--- config.mk ---
export PLATFORM = sky130hd
export DESIGN_NAME = http_request_head_parser_core
export DESIGN_NICKNAME = d
export VERILOG_FILES = /design/src/sv/hrp_pkg.sv /design/src/sv/hrp_front.sv /design/src/sv/hrp_queue.sv /design/src/sv/hrp_back.sv /design/src/sv/http_request_head_parser_core.sv
export SDC_FILE = /design/constraint.sdc
export NUM_CORES = 1
export LEC_CHECK = 0
export BUFFER_PORTS_ARGS = -buffer_cell sky130_fd_sc_hd__buf_4
export CORE_MARGIN = 2
export CORE_UTILIZATION = 55
export CTS_CLUSTER_DIAMETER = 80
export DETAILED_ROUTE_END_ITERATION = 10
export PLACE_DENSITY = 0.73
export REMOVE_ABC_BUFFERS = 1
export SYNTH_ARGS = -nofsm -noshare
export SYNTH_HDL_FRONTEND = slang
export SYNTH_HIERARCHICAL = 1
export SYNTH_SLANG_ARGS = --single-unit
--- constraint.sdc ---
create_clock -name clk -period 5.59 [get_ports clk]
set_clock_uncertainty 0.15 [all_clocks]
set_input_delay 1.3975 -clock clk [delete_from_list [all_inputs] [get_ports clk]]
set_output_delay 1.3975 -clock clk [all_outputs]
set_load 0.1 [all_outputs]
--- src/sv/hrp_pkg.sv ---
// Shared types and constants for the HTTP request head parser.
// Used by the parser front end, the result queue and the result sequencer.
package hrp_pkg;

  localparam int QUEUE_DEPTH = 4;

  localparam logic [1:0] ROLE_NONE  = 2'd0;
  localparam logic [1:0] ROLE_URI   = 2'd1;
  localparam logic [1:0] ROLE_NAME  = 2'd2;
  localparam logic [1:0] ROLE_VALUE = 2'd3;

  localparam logic [2:0] ERR_NONE     = 3'd0;
  localparam logic [2:0] ERR_METHOD   = 3'd1;
  localparam logic [2:0] ERR_URI      = 3'd2;
  localparam logic [2:0] ERR_CONSTANT = 3'd3;
  localparam logic [2:0] ERR_VERSION  = 3'd4;
  localparam logic [2:0] ERR_LF       = 3'd5;
  localparam logic [2:0] ERR_HEADER   = 3'd6;

  localparam logic [7:0] CH_CR    = 8'h0D;
  localparam logic [7:0] CH_LF    = 8'h0A;
  localparam logic [7:0] CH_SP    = 8'h20;
  localparam logic [7:0] CH_SLASH = 8'h2F;
  localparam logic [7:0] CH_COLON = 8'h3A;
  localparam logic [7:0] CH_H     = 8'h48;
  localparam logic [7:0] CH_T     = 8'h54;
  localparam logic [7:0] CH_P     = 8'h50;
  localparam logic [7:0] CH_G     = 8'h47;
  localparam logic [7:0] CH_E     = 8'h45;
  localparam logic [7:0] CH_0     = 8'h30;
  localparam logic [7:0] CH_9     = 8'h39;
  localparam logic [7:0] CH_UNDER = 8'h5F;
  localparam logic [7:0] CH_DOT   = 8'h2E;

  // One parsed input word: the main result, and a flag for a leading
  // collapsed space result that precedes it.
  typedef struct packed {
    logic       pair;
    logic [7:0] out_byte;
    logic [1:0] role;
    logic       field_start;
    logic       method_done;
    logic       uri_done;
    logic       version_done;
    logic       header_done;
    logic       request_done;
    logic [2:0] error_code;
    logic [3:0] version_major;
    logic [3:0] version_minor;
  } hrp_rec_t;

  function automatic logic is_digit(input logic [7:0] c);
    return (c >= CH_0) && (c <= CH_9);
  endfunction

  function automatic logic is_path_char(input logic [7:0] c);
    return (c >= 8'h41 && c <= 8'h5A) || (c >= 8'h61 && c <= 8'h7A) || is_digit(c) ||
           c == CH_UNDER || c == CH_SLASH || c == CH_DOT;
  endfunction

endpackage

--- src/sv/hrp_front.sv ---
// Parser front end: accepts request bytes, runs the parse state machine and
// emits one record per byte. Depends on hrp_pkg.
module hrp_front (
  input  logic              clk,
  input  logic              rst,
  input  logic              push_ok,
  input  logic              take,
  input  logic [7:0]        data_byte,
  input  logic              restart,
  output hrp_pkg::hrp_rec_t rec
);
  import hrp_pkg::*;

  localparam logic [4:0] ST_START    = 5'd0;
  localparam logic [4:0] ST_METHOD   = 5'd1;
  localparam logic [4:0] ST_SP_URI   = 5'd2;
  localparam logic [4:0] ST_PATH     = 5'd3;
  localparam logic [4:0] ST_HSTART   = 5'd4;
  localparam logic [4:0] ST_H        = 5'd5;
  localparam logic [4:0] ST_HT       = 5'd6;
  localparam logic [4:0] ST_HTT      = 5'd7;
  localparam logic [4:0] ST_HTTP     = 5'd8;
  localparam logic [4:0] ST_MAJOR    = 5'd9;
  localparam logic [4:0] ST_DOT      = 5'd10;
  localparam logic [4:0] ST_MINOR    = 5'd11;
  localparam logic [4:0] ST_LINE_END = 5'd12;
  localparam logic [4:0] ST_LINE_LF  = 5'd13;
  localparam logic [4:0] ST_FSTART   = 5'd14;
  localparam logic [4:0] ST_FIELD    = 5'd15;
  localparam logic [4:0] ST_VSTART   = 5'd16;
  localparam logic [4:0] ST_SP_VAL   = 5'd17;
  localparam logic [4:0] ST_VALUE    = 5'd18;
  localparam logic [4:0] ST_SP_AFTER = 5'd19;
  localparam logic [4:0] ST_HDR_LF   = 5'd20;
  localparam logic [4:0] ST_END_LF   = 5'd21;

  logic [4:0] state, state_cur, state_next;
  logic [1:0] method_pos, pos_cur, method_pos_next;
  logic [3:0] major_digit, major_cur, major_digit_next;
  logic [3:0] minor_digit, minor_cur, minor_digit_next;
  logic [2:0] sticky_error, error_cur, sticky_error_next;
  logic [2:0] err_new;
  logic [7:0] get_char;
  logic [7:0] digit_value;

  assign state_cur   = restart ? ST_START : state;
  assign pos_cur     = restart ? 2'd0 : method_pos;
  assign major_cur   = restart ? 4'd0 : major_digit;
  assign minor_cur   = restart ? 4'd0 : minor_digit;
  assign error_cur   = restart ? ERR_NONE : sticky_error;
  assign digit_value = data_byte - CH_0;

  always_comb begin
    case (pos_cur)
      2'd0:    get_char = CH_G;
      2'd1:    get_char = CH_E;
      default: get_char = CH_T;
    endcase
  end

  always_comb begin
    state_next       = state_cur;
    method_pos_next  = pos_cur;
    major_digit_next = major_cur;
    minor_digit_next = minor_cur;
    err_new          = ERR_NONE;
    rec              = '0;
    if (error_cur == ERR_NONE) begin
      case (state_cur)
        ST_METHOD: begin
          if (pos_cur != 2'd3 && data_byte == get_char) begin
            method_pos_next = pos_cur + 2'd1;
          end else if (pos_cur == 2'd3 && data_byte == CH_SP) begin
            rec.method_done = 1'b1;
            state_next = ST_SP_URI;
          end else begin
            err_new = ERR_METHOD;
          end
        end
        ST_SP_URI: begin
          if (data_byte == CH_SLASH) begin
            rec.out_byte = data_byte;
            rec.role = ROLE_URI;
            rec.field_start = 1'b1;
            state_next = ST_PATH;
          end else if (data_byte != CH_SP) begin
            err_new = ERR_URI;
          end
        end
        ST_PATH: begin
          if (data_byte == CH_SP) begin
            rec.uri_done = 1'b1;
            state_next = ST_HSTART;
          end else if (is_path_char(data_byte)) begin
            rec.out_byte = data_byte;
            rec.role = ROLE_URI;
          end else begin
            err_new = ERR_URI;
          end
        end
        ST_HSTART: begin
          if (data_byte == CH_H) state_next = ST_H;
          else if (data_byte != CH_SP) err_new = ERR_CONSTANT;
        end
        ST_H: begin
          if (data_byte == CH_T) state_next = ST_HT;
          else err_new = ERR_CONSTANT;
        end
        ST_HT: begin
          if (data_byte == CH_T) state_next = ST_HTT;
          else err_new = ERR_CONSTANT;
        end
        ST_HTT: begin
          if (data_byte == CH_P) state_next = ST_HTTP;
          else err_new = ERR_CONSTANT;
        end
        ST_HTTP: begin
          if (data_byte == CH_SLASH) state_next = ST_MAJOR;
          else err_new = ERR_CONSTANT;
        end
        ST_MAJOR: begin
          if (is_digit(data_byte)) begin
            major_digit_next = digit_value[3:0];
            state_next = ST_DOT;
          end else begin
            err_new = ERR_VERSION;
          end
        end
        ST_DOT: begin
          if (data_byte == CH_DOT) state_next = ST_MINOR;
          else err_new = ERR_VERSION;
        end
        ST_MINOR: begin
          if (is_digit(data_byte)) begin
            minor_digit_next = digit_value[3:0];
            rec.version_done = 1'b1;
            state_next = ST_LINE_END;
          end else begin
            err_new = ERR_VERSION;
          end
        end
        ST_LINE_END: begin
          if (data_byte == CH_CR) state_next = ST_LINE_LF;
          else if (data_byte == CH_LF) state_next = ST_FSTART;
          else err_new = ERR_VERSION;
        end
        ST_LINE_LF: begin
          if (data_byte == CH_LF) state_next = ST_FSTART;
          else err_new = ERR_LF;
        end
        ST_FSTART: begin
          if (data_byte == CH_CR) begin
            state_next = ST_END_LF;
          end else if (data_byte == CH_LF) begin
            rec.request_done = 1'b1;
            state_next = ST_START;
          end else begin
            rec.out_byte = data_byte;
            rec.role = ROLE_NAME;
            rec.field_start = 1'b1;
            state_next = ST_FIELD;
          end
        end
        ST_FIELD: begin
          if (data_byte == CH_COLON) begin
            state_next = ST_VSTART;
          end else if (data_byte == CH_CR) begin
            state_next = ST_HDR_LF;
          end else begin
            rec.out_byte = data_byte;
            rec.role = ROLE_NAME;
          end
        end
        ST_VSTART: begin
          if (data_byte == CH_SP) state_next = ST_SP_VAL;
          else err_new = ERR_HEADER;
        end
        ST_SP_VAL: begin
          if (data_byte == CH_CR) begin
            state_next = ST_HDR_LF;
          end else if (data_byte != CH_SP) begin
            rec.out_byte = data_byte;
            rec.role = ROLE_VALUE;
            rec.field_start = 1'b1;
            state_next = ST_VALUE;
          end
        end
        ST_VALUE: begin
          if (data_byte == CH_CR) begin
            state_next = ST_HDR_LF;
          end else if (data_byte == CH_SP) begin
            state_next = ST_SP_AFTER;
          end else begin
            rec.out_byte = data_byte;
            rec.role = ROLE_VALUE;
          end
        end
        ST_SP_AFTER: begin
          if (data_byte == CH_CR) begin
            state_next = ST_HDR_LF;
          end else if (data_byte != CH_SP) begin
            rec.pair = 1'b1;
            rec.out_byte = data_byte;
            rec.role = ROLE_VALUE;
            state_next = ST_VALUE;
          end
        end
        ST_HDR_LF: begin
          if (data_byte == CH_LF) begin
            rec.header_done = 1'b1;
            state_next = ST_FSTART;
          end else begin
            err_new = ERR_LF;
          end
        end
        ST_END_LF: begin
          if (data_byte == CH_LF) begin
            rec.request_done = 1'b1;
            state_next = ST_START;
          end else begin
            err_new = ERR_LF;
          end
        end
        default: begin
          if (data_byte == CH_G) begin
            method_pos_next = 2'd1;
            state_next = ST_METHOD;
          end else if (data_byte != CH_CR && data_byte != CH_LF) begin
            err_new = ERR_METHOD;
          end
        end
      endcase
    end
    sticky_error_next = (err_new != ERR_NONE) ? err_new : error_cur;
    rec.error_code    = sticky_error_next;
    rec.version_major = major_digit_next;
    rec.version_minor = minor_digit_next;
  end

  always_ff @(posedge clk) begin
    if (rst) begin
      state        <= ST_START;
      method_pos   <= 2'd0;
      major_digit  <= 4'd0;
      minor_digit  <= 4'd0;
      sticky_error <= ERR_NONE;
    end else if (take && push_ok) begin
      state        <= state_next;
      method_pos   <= method_pos_next;
      major_digit  <= major_digit_next;
      minor_digit  <= minor_digit_next;
      sticky_error <= sticky_error_next;
    end
  end

endmodule

--- src/sv/hrp_queue.sv ---
// Short queue of parsed records between the parser and the result sequencer.
// Depends on hrp_pkg for the record type.
module hrp_queue #(
  parameter int DEPTH = hrp_pkg::QUEUE_DEPTH
) (
  input  logic              clk,
  input  logic              rst,
  input  logic              push,
  input  hrp_pkg::hrp_rec_t push_rec,
  input  logic              pop,
  output hrp_pkg::hrp_rec_t head,
  output logic              full,
  output logic              empty
);
  import hrp_pkg::*;

  localparam int IW = (DEPTH > 1) ? $clog2(DEPTH) : 1;
  localparam int CW = $clog2(DEPTH + 1);
  localparam logic [IW-1:0] LAST_IDX = IW'(DEPTH - 1);
  localparam logic [CW-1:0] FULL_CNT = CW'(DEPTH);

  hrp_rec_t      entries [DEPTH];
  logic [IW-1:0] wr_ptr;
  logic [IW-1:0] rd_ptr;
  logic [CW-1:0] count;

  assign full  = (count == FULL_CNT);
  assign empty = (count == '0);
  assign head  = entries[rd_ptr];

  always_ff @(posedge clk) begin
    if (push) begin
      entries[wr_ptr] <= push_rec;
    end
  end

  always_ff @(posedge clk) begin
    if (rst) begin
      wr_ptr <= '0;
      rd_ptr <= '0;
      count  <= '0;
    end else begin
      if (push) begin
        wr_ptr <= (wr_ptr == LAST_IDX) ? '0 : wr_ptr + 1'b1;
      end
      if (pop) begin
        rd_ptr <= (rd_ptr == LAST_IDX) ? '0 : rd_ptr + 1'b1;
      end
      if (push && !pop) begin
        count <= count + 1'b1;
      end else if (pop && !push) begin
        count <= count - 1'b1;
      end
    end
  end

endmodule

--- src/sv/hrp_back.sv ---
// Result sequencer: expands queued records into one or two results and holds
// them in the output register. Depends on hrp_pkg.
module hrp_back (
  input  logic              clk,
  input  logic              rst,
  input  hrp_pkg::hrp_rec_t head,
  input  logic              empty,
  output logic              pop,
  output logic              result_valid,
  input  logic              result_stall,
  output logic [7:0]        out_byte,
  output logic [1:0]        role,
  output logic              field_start,
  output logic              method_done,
  output logic              uri_done,
  output logic              version_done,
  output logic              header_done,
  output logic              request_done,
  output logic [2:0]        error_code,
  output logic [3:0]        version_major,
  output logic [3:0]        version_minor,
  output logic              last
);
  import hrp_pkg::*;

  logic load;
  logic extra;
  logic space_sent;

  assign load  = !empty && (!result_valid || !result_stall);
  assign extra = head.pair && !space_sent;
  assign pop   = load && !extra;

  always_ff @(posedge clk) begin
    if (rst) begin
      result_valid <= 1'b0;
      space_sent   <= 1'b0;
    end else begin
      if (load) begin
        result_valid <= 1'b1;
        space_sent   <= extra;
      end else if (!result_stall) begin
        result_valid <= 1'b0;
      end
    end
  end

  always_ff @(posedge clk) begin
    if (load) begin
      version_major <= head.version_major;
      version_minor <= head.version_minor;
      if (extra) begin
        out_byte     <= CH_SP;
        role         <= ROLE_VALUE;
        field_start  <= 1'b0;
        method_done  <= 1'b0;
        uri_done     <= 1'b0;
        version_done <= 1'b0;
        header_done  <= 1'b0;
        request_done <= 1'b0;
        error_code   <= ERR_NONE;
        last         <= 1'b0;
      end else begin
        out_byte     <= head.out_byte;
        role         <= head.role;
        field_start  <= head.field_start;
        method_done  <= head.method_done;
        uri_done     <= head.uri_done;
        version_done <= head.version_done;
        header_done  <= head.header_done;
        request_done <= head.request_done;
        error_code   <= head.error_code;
        last         <= 1'b1;
      end
    end
  end

endmodule

--- src/sv/http_request_head_parser_core.sv ---
// Top level of the HTTP request head parser: parser front end, record queue
// and result sequencer. Depends on hrp_pkg, hrp_front, hrp_queue, hrp_back.
//
//   Channel  Handshake                  Payload
//   bytes    byte_valid / byte_stall    data_byte, restart
//   results  result_valid / result_stall out_byte, role, field_start, flags,
//                                        error_code, version digits, last
//
// A byte is parsed in the cycle it is accepted; its record is written to the
// queue, then loaded into the output register.
// Bytes are taken one per cycle while byte_stall is low; results leave one
// per cycle unless stalled, and a byte ending inner value spaces gives two.
// byte_stall rises only when the record queue is full.
// Reset empties the queue and clears the parser state and result_valid.
module http_request_head_parser_core #(
  parameter int QUEUE_DEPTH = hrp_pkg::QUEUE_DEPTH
) (
  input  logic       clk,
  input  logic       rst,
  input  logic       byte_valid,
  output logic       byte_stall,
  input  logic [7:0] data_byte,
  input  logic       restart,
  output logic       result_valid,
  input  logic       result_stall,
  output logic [7:0] out_byte,
  output logic [1:0] role,
  output logic       field_start,
  output logic       method_done,
  output logic       uri_done,
  output logic       version_done,
  output logic       header_done,
  output logic       request_done,
  output logic [2:0] error_code,
  output logic [3:0] version_major,
  output logic [3:0] version_minor,
  output logic       last
);
  import hrp_pkg::*;

  hrp_rec_t rec;
  hrp_rec_t head;
  logic     full;
  logic     empty;
  logic     pop;
  logic     push;

  assign byte_stall = full;
  assign push       = byte_valid && !full;

  hrp_front u_front (
    .clk       (clk),
    .rst       (rst),
    .push_ok   (!full),
    .take      (byte_valid),
    .data_byte (data_byte),
    .restart   (restart),
    .rec       (rec)
  );

  hrp_queue #(
    .DEPTH (QUEUE_DEPTH)
  ) u_queue (
    .clk      (clk),
    .rst      (rst),
    .push     (push),
    .push_rec (rec),
    .pop      (pop),
    .head     (head),
    .full     (full),
    .empty    (empty)
  );

  hrp_back u_back (
    .clk           (clk),
    .rst           (rst),
    .head          (head),
    .empty         (empty),
    .pop           (pop),
    .result_valid  (result_valid),
    .result_stall  (result_stall),
    .out_byte      (out_byte),
    .role          (role),
    .field_start   (field_start),
    .method_done   (method_done),
    .uri_done      (uri_done),
    .version_done  (version_done),
    .header_done   (header_done),
    .request_done  (request_done),
    .error_code    (error_code),
    .version_major (version_major),
    .version_minor (version_minor),
    .last          (last)
  );

endmodule

# After elaboration in Yosys (flattened, before gate mapping)
# Memories as Yosys holds them, arrays and structs flattened. A register that Yosys moved wholly into a read port is not among the register bits.
# Cells that the tools add are included.
[word_totals] reg_bits=55 ram_bits=112 elab_cells=220 n_memories=1
[op_classes] add_sub_neg=6 magnitude_cmp=6 n_eq_ne=43 n_mux=104 reduce_logical=38
[memory_table] name="u_queue.entries" words=4 word_bits=28 rd=1 rd_clocked_by_memory_dff=1 wr=1 line="hrp_queue.sv:22" source="hrp_rec_t entries [DEPTH];"
[op_table] cell="$mux 5" count=26
[op_table] cell="$pmux 5 s19" count=1
[op_table] cell="$mux 11" count=7
[op_table] cell="$pmux 10 s7" count=1
[op_table] cell="$mux 10" count=6
[op_table] cell="$eq 5x4->1 const B" count=8
[op_table] cell="$eq 8x7->1 const B" count=5
[op_table] cell="$mux 3" count=13
[op_table] cell="$pmux 3 s13" count=1
[op_table] cell="$mux 4" count=9
[op_table] cell="$eq 8x6->1 const B" count=4
[op_table] cell="$mux 2" count=16
[op_table] cell="$eq 5x5->1 const B" count=6
[op_table] cell="$eq 5x3->1 const B" count=4
[op_table] cell="$reduce_or 20->1" count=1
[op_table] cell="$mux 1" count=19
[op_table] cell="$mux 17" count=1
[op_table] cell="$eq 8x4->1 const B" count=2
[op_table] cell="$ge 8x7->1 const B" count=2
[op_table] cell="$le 8x7->1 const B" count=2
[op_table] cell="$ne 8x4->1 const B" count=2
[op_table] cell="$logic_and 1x1->1" count=12
[op_table] cell="$eq 5x2->1 const B" count=2
[op_table] cell="$pmux 5 s2" count=1
[op_table] cell="26 further kinds" count=46

# Depth between registers and ports, before layout
[logic_depth] word_depth=13 mapped_depth=12 ltp_nobuf=10

# Cells and area by module
# Netlist, hierarchy kept.
[modules_own_cells] mod="hrp_queue" n_inst=1 cells_per_inst=190 area_each_um2=4530.6 seq_area_each_um2=3543.4
[modules_own_cells] mod="hrp_front" n_inst=1 cells_per_inst=361 area_each_um2=2592.5 seq_area_each_um2=360.3
[modules_own_cells] mod="hrp_back" n_inst=1 cells_per_inst=59 area_each_um2=1059.8 seq_area_each_um2=880.8
[modules_own_cells] mod="http_request_head_parser_core" n_inst=1 cells_per_inst=2 area_each_um2=10.0 seq_area_each_um2=0.0

# Least setup slack after synthesis
# OpenSTA, ideal clock, no wires.
[synth_timing] path_kind="input -> register" startpoint="in result_stall" endpoint="reg u_queue.count[2]" setup_time_ns=0.070 t_arrival_ns=4.229 required_ns=5.370 slack_ns=1.141 path_stages=9 path_buffers=0 cell_sequence="a21oi_1 and2_1 inv_1 ha_1 inv_1 fa_1 xor2_1 or3_1 a21oi_1"
[synth_via] elab_chain_len=7
[synth_lines] item="from (decl)" line="http_request_head_parser_core.sv:25" source="input logic result_stall,"
[synth_lines] item="$logic_not 1->1 *" line="hrp_back.sv:30" source="assign load = !empty && (!result_valid || !result_stall);"
[synth_lines] item="$logic_or 1x1->1 *" line="hrp_back.sv:30"
[synth_lines] item="$logic_and 1x1->1 *" line="hrp_back.sv:30"
[synth_lines] item="$logic_and 1x1->1 *" line="hrp_back.sv:32" source="assign pop = load && !extra;"
[synth_lines] item="via pop" line="http_request_head_parser_core.sv:45" source="logic pop;"
[synth_lines] item="$logic_not 1->1" line="hrp_queue.sv:49" source="if (push && !pop) begin"
[synth_lines] item="$logic_and 1x1->1" line="hrp_queue.sv:49"
[synth_lines] item="$mux 3 / $reduce_bool 2->1 (equally long branches)"
[synth_lines] item="to (signal assigned)" line="hrp_queue.sv:50" source="count <= count + 1'b1;"
[synth_lines] item="to (signal assigned)" line="hrp_queue.sv:52" source="count <= count - 1'b1;"
[synth_lines] item="to (decl)" line="hrp_queue.sv:25" source="logic [CW-1:0] count;"
# The timed path passes the listed nets; every way through them passes the cells marked *.
# A chain may end at the register's enable or synchronous reset.

==> flow_metrics.py <==
metrics = {
    "worst_setup_path": {
        "cp_slowest_cell": "inv_1",
        "endpoint_kind": "register",
        "criticalPathCategory": "in -> reg",
        "startpoint_type": "input port",
        "rrSetupSlack_ns": 2.52,
        "critPathRequiredTime_ns": 5.57,
        "cp_data_arrival_time_ns": 3.58,
        "path_cells": "buf_4 > inv_1 > nand2_1 > ha_1 > xnor2_1 > nand2_2 > nor4b_4 > nor3b_1 > o41ai_2 > o21ai_1",
        "cp_slowest_stage_delay_ns": 0.41,
        "critPathTopFamily": "simple AND/OR/NAND/NOR gates",
        "cp.buffers_inverters": 2,
        "cp_max_fo": 30,
    },
    "cts": {
        "clk_latency_ns": 0.42,
        "clock_sinks": 169,
        "clk_pin_slew_ns": 0.06,
        "cts_made_buffers": 17,
        "clock_path_buffers": 2,
        "cts_resized": 0,
        "hold_buffers": 0,
        "htree_levels": 4,
        "cts_tree": "yes",
        "postCtsSetupBuffers": 0,
        "cts_root_buf": "clkbuf_16",
    },
    "sta": {
        "setup_tns_ns": 0,
        "tightest_slew_ns": 0.918,
        "finalCriticalPeriod_ns": 3.59,
        "finalCritPeriodShare_pct": 64.3,
        "max_freq_mhz": 278,
        "setup_slack_ns": 2.00,
        "finalSetupViolCount": 0,
        "relSlewSlack_pct": 38.8,
        "rsz0062_at_grt": "false",
        "hold_viol_final": 0,
        "maxSlewViolCount": 0,
    },
    "drt": {
        "first_iter_violations": 497,
        "first_pass_iters": 5,
        "num_vias": 5409,
        "ant_nets": 0,
        "drt-vias-per-instance": 6.46,
        "wl_per_cell_um": 22.9,
        "drc": 0,
        "totalWireLength_mm": 19.2,
    },
    "synthesis": {
        "seq_area_frac_synth_pct": 58.4,
        "avgSynthCellArea_um2": 13.4,
        "synth_seq_cells": 169,
        "synth_top_area_share_pct": 51.3,
        "async_reset_ff_share_pct": 0,
        "yosysTopAreaCell": "edfxtp_1",
        "yosys_warnings": 6,
        "yosysMostFrequentCell": "edfxtp_1",
        "synthTopCellsByArea": "edfxtp_1 51%, dfxtp_1 7.1%, mux4_2 5.5%, mux4_1 2.6%, nand2_1 2.4%",
        "syn_area_um2": 8190,
        "synth_cells": 612,
        "synth_top_flop_cell": "edfxtp_1",
        "synthTopCellsByCount": "140 x edfxtp_1, 52 x nand2_1, 43 x nor2_1, 29 x and2_1, 29 x dfxtp_1",
        "synth_cell_types": 91,
        "synth_edf_count": 140,
    },
    "hold_path": {
        "hp-class": "reg -> reg",
    },
    "pwr": {
        "total_power_uw": 4550,
        "power_density_nw_per_um2": 502,
        "ir_drop_uv": 375,
        "leakagePower_uw": 0.00305,
    },
    "floorplanning": {
        "die_h_um": 126,
        "die_w_um": 126,
        "start_util_pct": 56.4,
        "fp-row-count": 44,
        "dieArea_um2": 15900,
        "core_um2": 14500,
        "pin_count": 43,
    },
    "global_route": {
        "grt_usage_pct": 25.0,
        "grt_pass1_wl_mm": 30.2,
        "grt_pass1_vias": 5357,
        "globalRouteOverflowTotal": 0,
        "grt_max_degree": 33,
        "antenna_found_initial": 0,
    },
    "layout": {
        "multi_input_area_um2": 3070,
        "nFillCells": 1097,
        "seq_area_um2": 4790,
        "fin_area_um2": 9060,
        "final_layout_size_suffix_gt1_share_pct": 20.2,
        "fin_cells": 837,
        "syn_to_final_growth_pct": 10.6,
        "nets": 663,
    },
    "placed_design": {
        "placed_area_um2": 8490,
        "port_buffers": 42,
        "dp.cells": 806,
        "gp_congestion": 0.934,
        "place_hpwl_mm": 12.4,
        "place_ws_ns": 1.60,
    },
    "flow_run": {
        "maxCapViolCount": 0,
    },
    "run_status": {
        "outcome": "finished, final reports clean",
    },
}
==> state kept, by name, indices dropped and copies added, names as in the netlist, named ones only <==
| name | count |
|---|---|
| u_front/method_pos | 2 |
| u_back/role | 2 |
| u_front/state | 5 |
| u_queue/rd_ptr | 2 |
| u_back/version_minor | 4 |
| u_back/space_sent | 1 |
| u_back/method_done | 1 |
| u_queue/entries | 112 |
| u_back/out_byte | 8 |
| u_back/request_done | 1 |
| u_back/header_done | 1 |
| u_queue/wr_ptr | 2 |
| u_back/version_done | 1 |
| u_back/field_start | 1 |
| u_back/version_major | 4 |
| u_front/minor_digit | 4 |
| u_front/major_digit | 4 |
| u_back/error_code | 3 |
| u_back/last | 1 |
| u_back/result_valid | 1 |
| u_front/sticky_error | 3 |
| u_back/uri_done | 1 |
| u_queue/count | 3 |
==> placed cells by master, fill, tap and decap left out, types with 12 or more instances in the layout <==
cell / n
inv_1: 12
mux4_2: 20
and2_1: 25
edfxtp_1: 140
nand2_1: 52
clkbuf_16: 17
nand3_1: 14
buf_4: 48
nor2_1: 43
dfxtp_1: 28
a21oi_1: 27
o21ai_0: 22
==> worst reg2reg max path, stage by stage, from the launching register on <==
cell and delay [ns]:
dfxtp_1 0.31, buf_4 0.40, mux4_1 0.28, nand2b_1 0.07, buf_4 0.23, and2_1 0.23
inv_1 0.08, ha_1 0.20, inv_1 0.07, fa_1 0.38, xor2_1 0.17, or3_1 0.31
a21oi_1 0.15
==> power by group <==
part / switching (µW) / internal [µW] / total [µW] / leakage (µW)
clock network: 481 / 658 / 1140 / 0.000273
registers: 76.6 / 1650 / 1720 / 0.00153
logic: 1240 / 448 / 1680 / 0.00124
==> per-stage QoR <==
step | util, % | hold slack (ns)
after floorplan | - | 0.289
after CTS | 62.3 | 0.330
after detailed placement | 58.4 | 0.323
after global placement | 58.4 | 0.308
after global routing | 62.3 | 0.353
final | 62.4 | 0.327
==> logic make-up after synthesis <==
family	after synthesis	synth area share (%)
flip-flops	169	58.4
XOR/XNOR	4	0.428
multiplexers	35	8.93
adder cells (fa/ha/maj)	9	1.47
buffers and inverters	50	4.34
AO/OA/AOI/OAI	126	10.6
AND/OR/NAND/NOR	219	15.8
==> path summary, 6_finish.rpt <==
check / startpoint / to / depth (start not counted)
setup reg to reg: register / u_queue/count[2]$_SDFFE_PP0P_ / 12
hold / removal: u_front/sticky_error[1]$_SDFFE_PP0P_ / u_front/sticky_error[1]$_SDFFE_PP0P_ / 2
hold reg to reg: u_front/sticky_error[1]$_SDFFE_PP0P_ / u_front/sticky_error[1]$_SDFFE_PP0P_ / 2
setup / recovery: restart / u_queue/entries[2][8]$_DFFE_PP_ / 10
==> area by class of cell <==
class                           count  area share (%)
Antenna cell                        1          0.0276
Multi-Input combinational cell    393            33.9
Sequential cell                   169            52.8
Clock inverter                     13            1.60
Inverter                           12           0.497
Timing Repair Buffer               48            3.98
Clock buffer                       17            4.69
Tap cell                          184            2.54
==> routing by layer <==
metal  up-vias  wire length (µm)  share of wire (%)  GRT usage [%]
met1      2680              8510                 44           35.6
li1       2434                 -                  -              -
met5         -                 0                  0              0
met4         0               803                4.2           12.6
met3        47              1160                6.0           4.80
met2       248              8690                 45           37.1
No activity file was read; power rests on OpenSTA's default activity.
